**src/rtl/lfsm_pkg.sv**
```systemverilog
// ----------------------------------------------------------------------------
// lfsm_pkg: shared types and constants for the latest frame slot manager
// Slot pool size, op and status codes, item and result words.
// ----------------------------------------------------------------------------
package lfsm_pkg;

  localparam int unsigned SLOT_COUNT = 4;  // 2 .. 8
  localparam int unsigned SLOT_IDX_W = (SLOT_COUNT > 1) ? $clog2(SLOT_COUNT) : 1;

  localparam logic [7:0] COUNT_MAX = 8'd255;

  typedef enum logic [1:0] {
    OP_CAPTURE = 2'd0,
    OP_ACQUIRE = 2'd1,
    OP_RELEASE = 2'd2
  } op_e;

  typedef enum logic [2:0] {
    ST_DECIMATED = 3'd0,
    ST_PUBLISHED = 3'd1,
    ST_DROPPED   = 3'd2,
    ST_ACQUIRED  = 3'd3,
    ST_NONE      = 3'd4,
    ST_RELEASED  = 3'd5,
    ST_IGNORED   = 3'd6
  } status_e;

  typedef struct packed {
    logic [1:0]  op;
    logic [7:0]  frame_id;
    logic [31:0] last_seen_seq;
    logic [2:0]  release_slot;
  } item_t;

  typedef struct packed {
    status_e     status;
    logic [2:0]  slot_index;
    logic [31:0] sequence_res;
    logic [7:0]  granted_frame;
    logic        give_back_valid;
    logic [7:0]  give_back_frame;
  } res_t;

endpackage

```
**src/rtl/lfsm_in_if.sv**
```systemverilog
// ----------------------------------------------------------------------------
// lfsm_in_if: request channel of the latest frame slot manager
// Valid/ready handshake carrying one op word.
// ----------------------------------------------------------------------------
interface lfsm_in_if;
  logic        valid;
  logic        ready;
  logic [1:0]  op;
  logic [7:0]  frame_id;
  logic [31:0] last_seen_seq;
  logic [2:0]  release_slot;

  modport source (output valid, output op, output frame_id, output last_seen_seq,
                  output release_slot, input ready);
  modport sink   (input valid, input op, input frame_id, input last_seen_seq,
                  input release_slot, output ready);
endinterface

```
**src/rtl/lfsm_out_if.sv**
```systemverilog
// ----------------------------------------------------------------------------
// lfsm_out_if: result channel of the latest frame slot manager
// Valid/ready handshake carrying one result word.
// ----------------------------------------------------------------------------
interface lfsm_out_if;
  logic        valid;
  logic        ready;
  logic [2:0]  status;
  logic [2:0]  slot_index;
  logic [31:0] sequence_res;
  logic [7:0]  granted_frame;
  logic        give_back_valid;
  logic [7:0]  give_back_frame;

  modport source (output valid, output status, output slot_index, output sequence_res,
                  output granted_frame, output give_back_valid, output give_back_frame,
                  input ready);
  modport sink   (input valid, input status, input slot_index, input sequence_res,
                  input granted_frame, input give_back_valid, input give_back_frame,
                  output ready);
endinterface

```
**src/rtl/lfsm_core.sv**
```systemverilog
// ----------------------------------------------------------------------------
// lfsm_core: slot pool state and per-request op update
// Holds reference counts, buffer handles and newest-frame tracking.
// ----------------------------------------------------------------------------
module lfsm_core (
  input  logic            clk_i,
  input  logic            rst_ni,
  input  logic            proc_i,
  input  lfsm_pkg::item_t item_i,
  input  logic [7:0]      frame_divisor_i,
  output lfsm_pkg::res_t  res_o
);

  localparam int unsigned IW = lfsm_pkg::SLOT_IDX_W;

  logic [7:0]    cnt_q [lfsm_pkg::SLOT_COUNT];
  logic [7:0]    cnt_d [lfsm_pkg::SLOT_COUNT];
  logic [7:0]    buf_q [lfsm_pkg::SLOT_COUNT];
  logic          newest_vld_q, newest_vld_d;
  logic [IW-1:0] newest_slot_q, newest_slot_d;
  logic [31:0]   newest_seq_q, newest_seq_d;
  logic [31:0]   seq_q, seq_d;
  logic [7:0]    phase_q, phase_d;

  logic          free_found;
  logic [IW-1:0] free_idx;
  logic          rel_ok;
  logic [IW-1:0] rel_idx;
  logic [IW-1:0] rd_idx;
  logic [7:0]    rd_cnt;
  logic [7:0]    rd_buf;
  logic [7:0]    div;
  logic [8:0]    phase_nxt;
  logic          buf_we;

  // first slot with zero count
  always_comb begin
    free_found = 1'b0;
    free_idx   = '0;
    for (int i = lfsm_pkg::SLOT_COUNT - 1; i >= 0; i--) begin
      if (cnt_q[i] == 8'd0) begin
        free_found = 1'b1;
        free_idx   = IW'(i);
      end
    end
  end

  assign rel_ok  = ({1'b0, item_i.release_slot} < 4'(lfsm_pkg::SLOT_COUNT));
  assign rel_idx = item_i.release_slot[IW-1:0];

  // one shared read port: release slot or newest slot
  assign rd_idx = (item_i.op == lfsm_pkg::OP_RELEASE) ? rel_idx : newest_slot_q;
  assign rd_cnt = cnt_q[rd_idx];
  assign rd_buf = buf_q[rd_idx];

  assign div       = (frame_divisor_i == 8'd0) ? 8'd1 : frame_divisor_i;
  assign phase_nxt = {1'b0, phase_q} + 9'd1;

  always_comb begin
    cnt_d         = cnt_q;
    newest_vld_d  = newest_vld_q;
    newest_slot_d = newest_slot_q;
    newest_seq_d  = newest_seq_q;
    seq_d         = seq_q;
    phase_d       = phase_q;
    buf_we        = 1'b0;
    res_o         = '0;
    res_o.status  = lfsm_pkg::ST_IGNORED;

    case (item_i.op)
      lfsm_pkg::OP_CAPTURE: begin
        if (phase_nxt < {1'b0, div}) begin
          phase_d               = phase_nxt[7:0];
          res_o.status          = lfsm_pkg::ST_DECIMATED;
          res_o.give_back_valid = 1'b1;
          res_o.give_back_frame = item_i.frame_id;
        end else begin
          phase_d = 8'd0;
          if (!free_found) begin
            res_o.status          = lfsm_pkg::ST_DROPPED;
            res_o.give_back_valid = 1'b1;
            res_o.give_back_frame = item_i.frame_id;
          end else begin
            // drop the producer reference on the previous newest frame
            if (newest_vld_q && newest_slot_q != free_idx && rd_cnt != 8'd0) begin
              cnt_d[newest_slot_q] = rd_cnt - 8'd1;
              if (rd_cnt == 8'd1) begin
                res_o.give_back_valid = 1'b1;
                res_o.give_back_frame = rd_buf;
              end
            end
            buf_we             = 1'b1;
            cnt_d[free_idx]    = 8'd1;
            seq_d              = seq_q + 32'd1;
            newest_seq_d       = seq_q + 32'd1;
            newest_slot_d      = free_idx;
            newest_vld_d       = 1'b1;
            res_o.status       = lfsm_pkg::ST_PUBLISHED;
            res_o.slot_index   = 3'(free_idx);
            res_o.sequence_res = seq_q + 32'd1;
          end
        end
      end
      lfsm_pkg::OP_ACQUIRE: begin
        if (newest_vld_q && newest_seq_q != item_i.last_seen_seq &&
            rd_cnt != 8'd0 && rd_cnt != lfsm_pkg::COUNT_MAX) begin
          cnt_d[newest_slot_q] = rd_cnt + 8'd1;
          res_o.status         = lfsm_pkg::ST_ACQUIRED;
          res_o.slot_index     = 3'(newest_slot_q);
          res_o.sequence_res   = newest_seq_q;
          res_o.granted_frame  = rd_buf;
        end else begin
          res_o.status = lfsm_pkg::ST_NONE;
        end
      end
      lfsm_pkg::OP_RELEASE: begin
        res_o.slot_index = item_i.release_slot;
        if (!rel_ok || rd_cnt == 8'd0) begin
          res_o.status = lfsm_pkg::ST_IGNORED;
        end else begin
          cnt_d[rel_idx] = rd_cnt - 8'd1;
          res_o.status   = lfsm_pkg::ST_RELEASED;
          if (rd_cnt == 8'd1) begin
            res_o.give_back_valid = 1'b1;
            res_o.give_back_frame = rd_buf;
          end
        end
      end
      default: begin
        res_o.status = lfsm_pkg::ST_IGNORED;
      end
    endcase
  end

  always_ff @(posedge clk_i or negedge rst_ni) begin
    if (!rst_ni) begin
      for (int i = 0; i < lfsm_pkg::SLOT_COUNT; i++) begin
        cnt_q[i] <= 8'd0;
      end
      newest_vld_q  <= 1'b0;
      newest_slot_q <= '0;
      newest_seq_q  <= 32'd0;
      seq_q         <= 32'd0;
      phase_q       <= 8'd0;
    end else if (proc_i) begin
      cnt_q         <= cnt_d;
      newest_vld_q  <= newest_vld_d;
      newest_slot_q <= newest_slot_d;
      newest_seq_q  <= newest_seq_d;
      seq_q         <= seq_d;
      phase_q       <= phase_d;
    end
  end

  // buffer handles: only read behind a nonzero count, so no reset
  always_ff @(posedge clk_i) begin
    if (proc_i && buf_we) begin
      buf_q[free_idx] <= item_i.frame_id;
    end
  end

endmodule

```
**src/rtl/latest_frame_slot_manager.sv**
```systemverilog
// ----------------------------------------------------------------------------
// latest_frame_slot_manager: reference-counted pool publishing the newest frame
// Top level: request register, slot pool update stage, result register.
// ----------------------------------------------------------------------------
// Usage: one request word (capture, acquire or release) is taken per clock
// when the result side keeps up; the result word passes through the request
// register and the result register after the request is accepted. The pool
// update stage reads the slot counts, finds the first free slot and writes
// the new counts as one update, so back-to-back requests see each other's
// effects in order. A stalled result holds in the result register while one
// more request waits in the request register. The frame divisor may only be
// written while no request is in flight; it resets to 1, and 0 behaves as 1.
module latest_frame_slot_manager (
  input  logic       clk_i,
  input  logic       rst_ni,
  input  logic       cfg_we_i,
  input  logic [7:0] cfg_wdata_i,
  lfsm_in_if.sink    in_i,
  lfsm_out_if.source res_o
);

  logic            in_vld_q;
  lfsm_pkg::item_t in_q;
  logic            res_vld_q;
  lfsm_pkg::res_t  res_q;
  lfsm_pkg::res_t  core_res;
  logic [7:0]      frame_divisor_q;
  logic            res_free;
  logic            proc;
  logic            in_fire;

  // result register can take a word this cycle
  assign res_free = !res_vld_q || res_o.ready;
  // request in the input register goes through the pool update now
  assign proc     = in_vld_q && res_free;

  assign in_i.ready = !in_vld_q || res_free;
  assign in_fire    = in_i.valid && in_i.ready;

  // frame divisor register
  always_ff @(posedge clk_i or negedge rst_ni) begin
    if (!rst_ni) begin
      frame_divisor_q <= 8'd1;
    end else if (cfg_we_i) begin
      frame_divisor_q <= cfg_wdata_i;
    end
  end

  // request register
  always_ff @(posedge clk_i or negedge rst_ni) begin
    if (!rst_ni) begin
      in_vld_q <= 1'b0;
    end else if (in_fire) begin
      in_vld_q <= 1'b1;
    end else if (proc) begin
      in_vld_q <= 1'b0;
    end
  end

  always_ff @(posedge clk_i) begin
    if (in_fire) begin
      in_q.op            <= in_i.op;
      in_q.frame_id      <= in_i.frame_id;
      in_q.last_seen_seq <= in_i.last_seen_seq;
      in_q.release_slot  <= in_i.release_slot;
    end
  end

  // pool state and update
  lfsm_core u_core (
    .clk_i           (clk_i),
    .rst_ni          (rst_ni),
    .proc_i          (proc),
    .item_i          (in_q),
    .frame_divisor_i (frame_divisor_q),
    .res_o           (core_res)
  );

  // result register
  always_ff @(posedge clk_i or negedge rst_ni) begin
    if (!rst_ni) begin
      res_vld_q <= 1'b0;
    end else if (proc) begin
      res_vld_q <= 1'b1;
    end else if (res_o.ready) begin
      res_vld_q <= 1'b0;
    end
  end

  always_ff @(posedge clk_i) begin
    if (proc) begin
      res_q <= core_res;
    end
  end

  assign res_o.valid           = res_vld_q;
  assign res_o.status          = res_q.status;
  assign res_o.slot_index      = res_q.slot_index;
  assign res_o.sequence_res    = res_q.sequence_res;
  assign res_o.granted_frame   = res_q.granted_frame;
  assign res_o.give_back_valid = res_q.give_back_valid;
  assign res_o.give_back_frame = res_q.give_back_frame;

  // back-pressure only when both stages hold words and the sink stalls
  a_ready_low_full: assert property (@(posedge clk_i) disable iff (!rst_ni)
    !in_i.ready |-> (in_vld_q && res_vld_q && !res_o.ready))
    else $error("request side stalled with a free stage");

  // every processed request lands in the result register
  a_proc_to_res: assert property (@(posedge clk_i) disable iff (!rst_ni)
    proc |=> res_vld_q)
    else $error("processed request produced no result");

  // an accepted request is in the input register next cycle
  a_fire_to_in: assert property (@(posedge clk_i) disable iff (!rst_ni)
    in_fire |=> in_vld_q)
    else $error("accepted request lost");

endmodule

```
**src/flat_wrapper.sv**
```systemverilog
// flat-port wrapper written by rule: the top's interface ports become plain ports
module latest_frame_slot_manager_flat 
  (clk_i, rst_ni, cfg_we_i, cfg_wdata_i, in_i_valid, in_i_op, in_i_frame_id, in_i_last_seen_seq, in_i_release_slot, in_i_ready, res_o_valid, res_o_status, res_o_slot_index, res_o_sequence_res, res_o_granted_frame, res_o_give_back_valid, res_o_give_back_frame, res_o_ready);
  lfsm_in_if in_i_i ();
  lfsm_out_if res_o_i ();
  input  logic clk_i;
  input  logic rst_ni;
  input  logic cfg_we_i;
  input  logic [7:0] cfg_wdata_i;
  input wire logic [$bits(in_i_i.valid)-1:0] in_i_valid;
  input wire logic [$bits(in_i_i.op)-1:0] in_i_op;
  input wire logic [$bits(in_i_i.frame_id)-1:0] in_i_frame_id;
  input wire logic [$bits(in_i_i.last_seen_seq)-1:0] in_i_last_seen_seq;
  input wire logic [$bits(in_i_i.release_slot)-1:0] in_i_release_slot;
  output wire logic [$bits(in_i_i.ready)-1:0] in_i_ready;
  output wire logic [$bits(res_o_i.valid)-1:0] res_o_valid;
  output wire logic [$bits(res_o_i.status)-1:0] res_o_status;
  output wire logic [$bits(res_o_i.slot_index)-1:0] res_o_slot_index;
  output wire logic [$bits(res_o_i.sequence_res)-1:0] res_o_sequence_res;
  output wire logic [$bits(res_o_i.granted_frame)-1:0] res_o_granted_frame;
  output wire logic [$bits(res_o_i.give_back_valid)-1:0] res_o_give_back_valid;
  output wire logic [$bits(res_o_i.give_back_frame)-1:0] res_o_give_back_frame;
  input wire logic [$bits(res_o_i.ready)-1:0] res_o_ready;
  assign in_i_i.valid = in_i_valid;
  assign in_i_i.op = in_i_op;
  assign in_i_i.frame_id = in_i_frame_id;
  assign in_i_i.last_seen_seq = in_i_last_seen_seq;
  assign in_i_i.release_slot = in_i_release_slot;
  assign in_i_ready = in_i_i.ready;
  assign res_o_valid = res_o_i.valid;
  assign res_o_status = res_o_i.status;
  assign res_o_slot_index = res_o_i.slot_index;
  assign res_o_sequence_res = res_o_i.sequence_res;
  assign res_o_granted_frame = res_o_i.granted_frame;
  assign res_o_give_back_valid = res_o_i.give_back_valid;
  assign res_o_give_back_frame = res_o_i.give_back_frame;
  assign res_o_i.ready = res_o_ready;
  latest_frame_slot_manager u_core (.clk_i(clk_i), .rst_ni(rst_ni), .cfg_we_i(cfg_we_i), .cfg_wdata_i(cfg_wdata_i), .in_i(in_i_i), .res_o(res_o_i));
endmodule
```
**config.mk**
```make
export PLATFORM = sky130hd
export DESIGN_NAME = latest_frame_slot_manager_flat
export DESIGN_NICKNAME = d
export VERILOG_FILES = /design/src/rtl/lfsm_pkg.sv /design/src/rtl/lfsm_in_if.sv /design/src/rtl/lfsm_out_if.sv /design/src/rtl/lfsm_core.sv /design/src/rtl/latest_frame_slot_manager.sv /design/src/flat_wrapper.sv
export SDC_FILE = /design/constraint.sdc
export NUM_CORES = 1
export LEC_CHECK = 0
export ABC_AREA = 1
export BUFFER_PORTS_ARGS = -buffer_cell sky130_fd_sc_hd__buf_4
export CAP_MARGIN = 40
export CORE_UTILIZATION = 25
export DETAILED_ROUTE_END_ITERATION = 10
export HOLD_SLACK_MARGIN = 0.05
export PLACE_DENSITY_LB_ADDON = 0.1
export SYNTH_ARGS = -nofsm -noshare
export SYNTH_HDL_FRONTEND = slang
export SYNTH_SLANG_ARGS = --single-unit
```
**constraint.sdc**
```tcl
create_clock -name clk_i -period 2.8 [get_ports clk_i]
set_input_delay 0.14 -clock clk_i [delete_from_list [all_inputs] [get_ports clk_i]]
set_output_delay 0.14 -clock clk_i [all_outputs]
set_load 0.02 [all_outputs]
```
-- After elaboration in Yosys (flattened, before gate mapping)
Memory sizes are Yosys's and may differ from the RTL's.
Index checks and enable logic that the tools add are counted.
- output and inout port bits: 57
- memories kept: 1
- bits in writable memories: 32
- flip-flop bits (word level): 185
- input bits: 58
- memories (name ; words ; width ; read ports ; clocked after memory_dff ; wr ports ; RTL line ; RTL):
    u_core.u_core.buf_q ; 4 ; 8 ; 1 ; 0 ; 1 ; lfsm_core.sv:18 ; logic [7:0] buf_q [lfsm_pkg::SLOT_COUNT];
- add/subtract/negate cells: 4
- $lt $le $gt $ge: 9
- reduce and logical (&&, ||, !) cells: 32
- muxes and demuxes: 57
- bitwise gates (word level): 8
- equal/unequal tests: 10
- operators by type and width (cell ; count):
    $mux W32 ; 8
    $bwmux W32 ; 3
    $pmux W32 S3 ; 1
    $mux W34 ; 2
    $pmux W32 S2 ; 1
    $mux W8 ; 7
    $demux W8 S2 ; 3
    $logic_not A8 Y1 ; 6
    $mux W9 ; 5
    $mux W42 ; 1
    $add A32 B1 Y32 const B ; 1
    $ne A32 B32 Y1 ; 1
    $and A28 B28 Y28 ; 1
    $not A28 Y28 ; 1
    $pmux W3 S3 ; 2
    $pmux W9 S2 ; 1
    $bmux W8 S2 ; 1
    $mux W2 ; 8
    $mux W1 ; 13
    $ge A3 B3 Y1 const B ; 4
    $not A2 Y3 ; 4
    $logic_and A1 B1 Y1 ; 11
    $add A8 B1 Y9 const B ; 1
    $lt A3 B1 Y1 const B ; 3
    22 further kinds ; 31

-- Depth between registers and ports, before layout
- word-level depth: 16
- gate-level depth with buffers: 23
- gate-level depth less buffers: 21

-- Modules after synthesis
A second synthesis with hierarchy kept.
- cells, all modules: 1679
- area, all modules: 12966.2 um^2
- by module, submodules not included (module ; instances ; cells each ; area an instance (um^2)):
    lfsm_core ; 1 ; 1534 ; 9560.4
    latest_frame_slot_manager ; 1 ; 145 ; 3405.8

-- Worst setup path after synthesis
OpenSTA, ideal clock, no wires.
- path kind: flip-flop to flip-flop
- from: register u_core.u_core.phase_q[0]
- to: memory u_core.u_core.buf_q[3][0], enable pin
- cell stages (with the launch flop): 18
- arrival: 2689 ps
- clock period less this slack: 3060 ps
- setup slack: -260 ps
- cell sequence: dfrtp_1 > ha_1 > nand2_1 > nor2_1 > nand2_1 > xor2_1 > inv_1 > ha_1 > nand2_1 > nor2_1 > nand3_1 > nand2_2 > o21ai_0 > inv_1 > nand2_1 > buf_2 > clkbuf_1 > nor2_1
- longest elaborated chain between the ends: 7
- ends and longest elaborated chain (item ; RTL line ; RTL):
    start, declared ; lfsm_core.sv:23 ; logic [7:0] phase_q, phase_d;
    start signal, assigned ; lfsm_core.sv:151 ; phase_q <= phase_d;
    $add A8 B1 Y9 ; lfsm_core.sv:57 ; assign phase_nxt = {1'b0, phase_q} + 9'd1;
    $lt A9 B8 Y1 ; lfsm_core.sv:72 ; if (phase_nxt < {1'b0, div}) begin
    $mux W1 ; lfsm_core.sv:72 ;
    $mux W1 ; lfsm_core.sv:70 ; case (item_i.op)
    $logic_and A1 B1 Y1 ; lfsm_core.sv:157 ; if (proc_i && buf_we) begin
    $mux W1 ; lfsm_core.sv:157 ;
    $mux W1 (not written as such) ; lfsm_core.sv:158 ; buf_q[free_idx] <= item_i.frame_id;
    end, declared ; lfsm_core.sv:18 ;
No other way between the ends.

-- Worst setup path in the final report
- from: register u_core.in_q[43] (netlist name)
- to: register u_core.u_core.cnt_q[16] (netlist name)
- longest elaborated chain between the ends: 16
- ends and longest elaborated chain (item ; RTL line ; RTL):
    start, declared ; latest_frame_slot_manager.sv:23 ; lfsm_pkg::item_t in_q;
    $eq A2 B2 Y1 ; lfsm_core.sv:52, lfsm_core.sv:70 ;
    $mux W2 ; lfsm_core.sv:52 ; assign rd_idx = (item_i.op == lfsm_pkg::OP_RELEASE) ? rel_idx : newest_slot_q;
    $not A2 Y3 (not written as such) ; lfsm_core.sv:53 ; assign rd_cnt = cnt_q[rd_idx];
    $bmux W8 S2 ; lfsm_core.sv:53 ;
    $mux W8 (not written as such) (2 in series) ; lfsm_core.sv:53 ;
    $sub A8 B1 Y8 / $reduce_bool A8 Y1 (equally long branches) ; -- ;
    $bwmux W32 / $logic_and A1 B1 Y1 (equally long branches) ; lfsm_core.sv:86, lfsm_core.sv:85 ;
    $mux W32 ; lfsm_core.sv:85 ; if (newest_vld_q && newest_slot_q != free_idx && rd_cnt != 8'd0) begin
    $mux W32 ; lfsm_core.sv:79 ; if (!free_found) begin
    $mux W32 ; lfsm_core.sv:72 ;
    $mux W32 ; lfsm_core.sv:70 ;
    $or A4 B4 Y4 (no source line) ; -- ;
    $mux W32 ; lfsm_core.sv:79 ;
    $mux W32 ; lfsm_core.sv:72 ;
    $pmux W32 S3 ; lfsm_core.sv:70 ;
    end signal, assigned ; lfsm_core.sv:146 ; cnt_q <= cnt_d;
    end, declared ; lfsm_core.sv:16 ; logic [7:0] cnt_q [lfsm_pkg::SLOT_COUNT];
Parallel ways exist; a longest one is shown, timed or not. The select of a mux whose other input is x is not followed.
A chain may end at the register's enable or synchronous reset.

==> impl_metrics.csv <==
group,metric,value,unit
timing,max_slew.worst_pin.slew,0.7159,ns
setup_path,worstPathBufferInverterCount,7,
synthesis,synth-async-reset-ratio,0.3917,
setup_path,cp_num_cells,19,
setup_path,r2r_start,"u_core.in_q[43]",
synthesis,synth_largest_type_area_fraction,0.3082,
synthesis,syn_avg_cell_area,7.776,um^2
synthesis,portion_of_the_post_synthesis_area_used_by_sequential_elements,0.4737,
setup_path,crit_arrival,3.29,ns
setup_path,cp-end-kind,"register",
cells_and_area,post_route_cells_drive_above_1_share,0.2824,
grt,gr-usage-met3,0.02408,
power,vdd.ir_drop.worst,0.0005502,V
setup_path,crit_path_top_delay_cell,"sky130_fd_sc_hd__edfxtp_1",
grt,first_global_vias,12650,
floorplanning,floorplan.initialDensity,0.2548,
floorplanning,core_area,0.05048,mm^2
setup_path,r2r_cells,19,
grt,globalRouteMet2Util,0.3130,
route,vias,12980,
grt,gr-max-usage-layer,"met2",
synthesis,synth_top_flop_cell,"sky130_fd_sc_hd__edfxtp_1",
setup_path,crit_fanout,8,
timing,slew_headroom,0.5227,
timing,max_freq,353.6,MHz
route,drtAntennaViolNets,0,
min_path,min-delay-path-class,"in2async",
synthesis,post_synth_main_area_contributors,"sky130_fd_sc_hd__edfxtp_1 31%, sky130_fd_sc_hd__dfrtp_1 16%, sky130_fd_sc_hd__nand2_1 16%",
synthesis,synth_largest_area_cell,"sky130_fd_sc_hd__edfxtp_1",
clocking,clock_insertion_delay_at_the_later_pin_of_the_skew_report,0.58,ns
setup_path,delay_heaviest_family_cp,"simple AND/OR/NAND/NOR gates",
cells_and_area,syn_to_final_growth,47.34,%
clocking,tritoncts.num_buffers,27,
route,vias_per_cell,4.817,
setup_path,reg2reg_slack,-0.03,ns
placed_design,pre_cts_ws,-0.2796,ns
timing,finClkSkew,0.01500,ns
route,postRouteWirelength,51.84,mm
timing,period_minus_ws_final,2.828,ns
setup_path,timing.setup.critical_path_class,"reg2reg",
setup_path,critPathCapture,"u_core.u_core.cnt_q[16]",
timing,unrepaired_setup_endpoints_after_global_routing,"true",
grt,first_pass_grt_wire_length,75.99,mm
floorplanning,floorplan.die_area,0.05236,mm^2
clocking,max-clock-path-buffers,3,
setup_path,worstSetupStartpointType,"register",
grt,grt_start_max_net_pins,56,
clocking,tritoncts_num_sinks,217,
setup_path,slowest_delay,0.41,ns
floorplanning,die_width,228.8,um
synthesis,syn_area,0.01286,mm^2
timing,setup_ws,-0.02791,ns
cells_and_area,antenna-diode-count,0,
synthesis,synth_cell_type_count,44,
job,drv.max_cap_violation_count,0,
cells_and_area,total_nets_final,2075,
synthesis,post_synth_net_total,1728,
power,p_leak,0.008267,uW
synthesis,synth-edff-count,132,
clocking,clkTransAtPathRegs,0.06,ns
placed_design,place.detailed.hpwl,36.01,mm
timing,slew_violations,0,
clocking,cts_tree,"done",
synthesis,netlist_instances,1654,
grt,global_route.overflow_total,0,
route,drc,0,
synthesis,yosys.cell_count.top_type,"sky130_fd_sc_hd__nand2_1",
setup_path,worst_r2r_endpoint,"u_core.u_core.cnt_q[16]",
timing,setup_viol_count_final,18,
timing,period_share,1.010,
floorplanning,die_height,228.8,um
run_status,status,"complete, but fails checks",
floorplanning,design.portCount,115,
setup_path,critPathRequiredTime,3.26,ns
placed_design,portBuffers,114,
run_status,violated_checks,"negative setup slack",
setup_path,crit_path_start,"u_core.in_q[43]",
floorplanning,rows,82,
placed_design,globalplace.congestion,0.9129,
placed_design,placement_stage_cell_area,0.01561,mm^2
grt,grtUsageMet1,0.2501,
route,drt-initial-drc-count,978,
route,route.detailed.wl_per_inst,19.24,um
clocking,cts_root_buffer,"sky130_fd_sc_hd__clkbuf_16",
power,p_per_area,1050,mW/mm^2
synthesis,yosys_register_bits,217,
synthesis,post_synth_most_frequent_cells,"540 x sky130_fd_sc_hd__nand2_1, 195 x sky130_fd_sc_hd__nand3_1, 153 x sky130_fd_sc_hd__inv_1",
grt,groute.usage.overall,0.1872,
synthesis,ys_warn_count,0,
grt,initial_antenna_violation_count,0,
setup_path,crit_path_cell_chain,"inv_2, ha_4, inv_6, nand2_8, buf_12, buf_12, nand3_2, nand3_2, nand2_4, buf_6, nor2_4, nand4_1, nand3_4, nand2_4, nand3_4, inv_8, clkbuf_16, nand3_1, nand2_1",
route,first_pass_iteration_count_of_the_detailed_router,7,
timing,report.final.hold_viol_count,0,
cells_and_area,post-route-cell-area,0.01895,mm^2
clocking,cts-htree-levels,1,
[worst min-delay path by stage]
stage,slack (ns),endpoint,cells after the start,start
5_1_grt,0.21,u_core.u_core.cnt_q[4],2,rst_ni
3_3_place_gp,0.23,u_core.u_core.cnt_q[4],1,rst_ni
4_1_cts,0.18,u_core.u_core.cnt_q[4],2,rst_ni
2_1_floorplan,-0.16,u_core.frame_divisor_q[1],0,rst_ni
3_5_place_dp,0.24,u_core.u_core.cnt_q[4],1,rst_ni
6_report,0.17,u_core.u_core.cnt_q[9],2,rst_ni
[layer usage]
metal	routed length [um]	share of wire	vias to the layer above
li1	-	-	6193
met1	22930	0.44	6313
met3	2581	0.050	92
met4	1702	0.033	0
met5	0	0	-
met2	24630	0.48	380
[area by class of cell]
type                            instances  area [um^2]
Clock buffer                           31        690.7
Clock inverter                         19        185.2
Fill cell                            5257        31530
Inverter                              160        626.9
Multi-Input combinational cell       1211         6848
Sequential cell                       217         6092
Tap cell                              672        840.8
Timing Repair Buffer                  384         3666
[layout by cell type (no fill, tap or decap), types with 26 or more instances in the layout]
| master | n |
|---|---|
| sky130_fd_sc_hd__a21oi_1 | 68 |
| sky130_fd_sc_hd__buf_4 | 246 |
| sky130_fd_sc_hd__buf_6 | 26 |
| sky130_fd_sc_hd__clkbuf_16 | 34 |
| sky130_fd_sc_hd__dfrtp_1 | 84 |
| sky130_fd_sc_hd__dlygate4sd3_1 | 74 |
| sky130_fd_sc_hd__edfxtp_1 | 132 |
| sky130_fd_sc_hd__inv_1 | 143 |
| sky130_fd_sc_hd__nand2_1 | 487 |
| sky130_fd_sc_hd__nand2_2 | 44 |
| sky130_fd_sc_hd__nand3_1 | 133 |
| sky130_fd_sc_hd__nand3_2 | 54 |
| sky130_fd_sc_hd__nor2_1 | 86 |
| sky130_fd_sc_hd__o21ai_0 | 83 |
| sky130_fd_sc_hd__xor2_1 | 55 |
[where the power goes]
| group | internal [uW] | switching [uW] |
|---|---|---|
| combinational | 4620 | 7090 |
| sequential | 4020 | 621 |
| clock | 2050 | 1500 |
[logic make-up after synthesis]
kind of cell	count (synthesis)	share of synthesized area
simple gates	906	0.2980
buf+inv	227	0.07413
fa+ha+maj	16	0.01557
compound gates	231	0.09865
xor+xnor	57	0.03998
flops	217	0.4737
[metrics by stage]
step                  util  TNS [ns]  total power, uW  cells  hold WS [ns]
floorplan                -         0             9590   1654       -0.1556
global placement    0.3093    -17.98            13650   2525        0.2332
detailed placement  0.3093    -19.85            13640   2525        0.2414
CTS                 0.3469   -0.6688            18220   2661        0.1841
global route        0.3754    -4.700            21060   2694        0.2149
finish              0.3754   -0.1377            19890   2694        0.1675
[sequential cells by signal, indices dropped and copies added (netlist names), 2 cells and up]
name and cells:
u_core.u_core.phase_q 8, u_core.res_o.slot_index 3, u_core.u_core.cnt_q 32, u_core.u_core.buf_q 32, u_core.u_core.seq_q 32, u_core.u_core.newest_slot_q 2, u_core.frame_divisor_q 8, u_core.res_o.give_back_frame 8
u_core.in_q 45, u_core.res_o.status 3, u_core.res_o.granted_frame 8, u_core.res_o.sequence_res 32
[what timing repair did]
item | in CTS | in global routing
hold buffers | 74 | 0
gates cloned | 2 | 10
endpoints found under the setup margin | 139 | 144
resized for setup | 31 | 270
pin swaps | 15 | 41
hold endpoints to repair | 92 | 0
setup buffers | 10 | 23
Note: power is estimated with default switching activity, not from simulation.
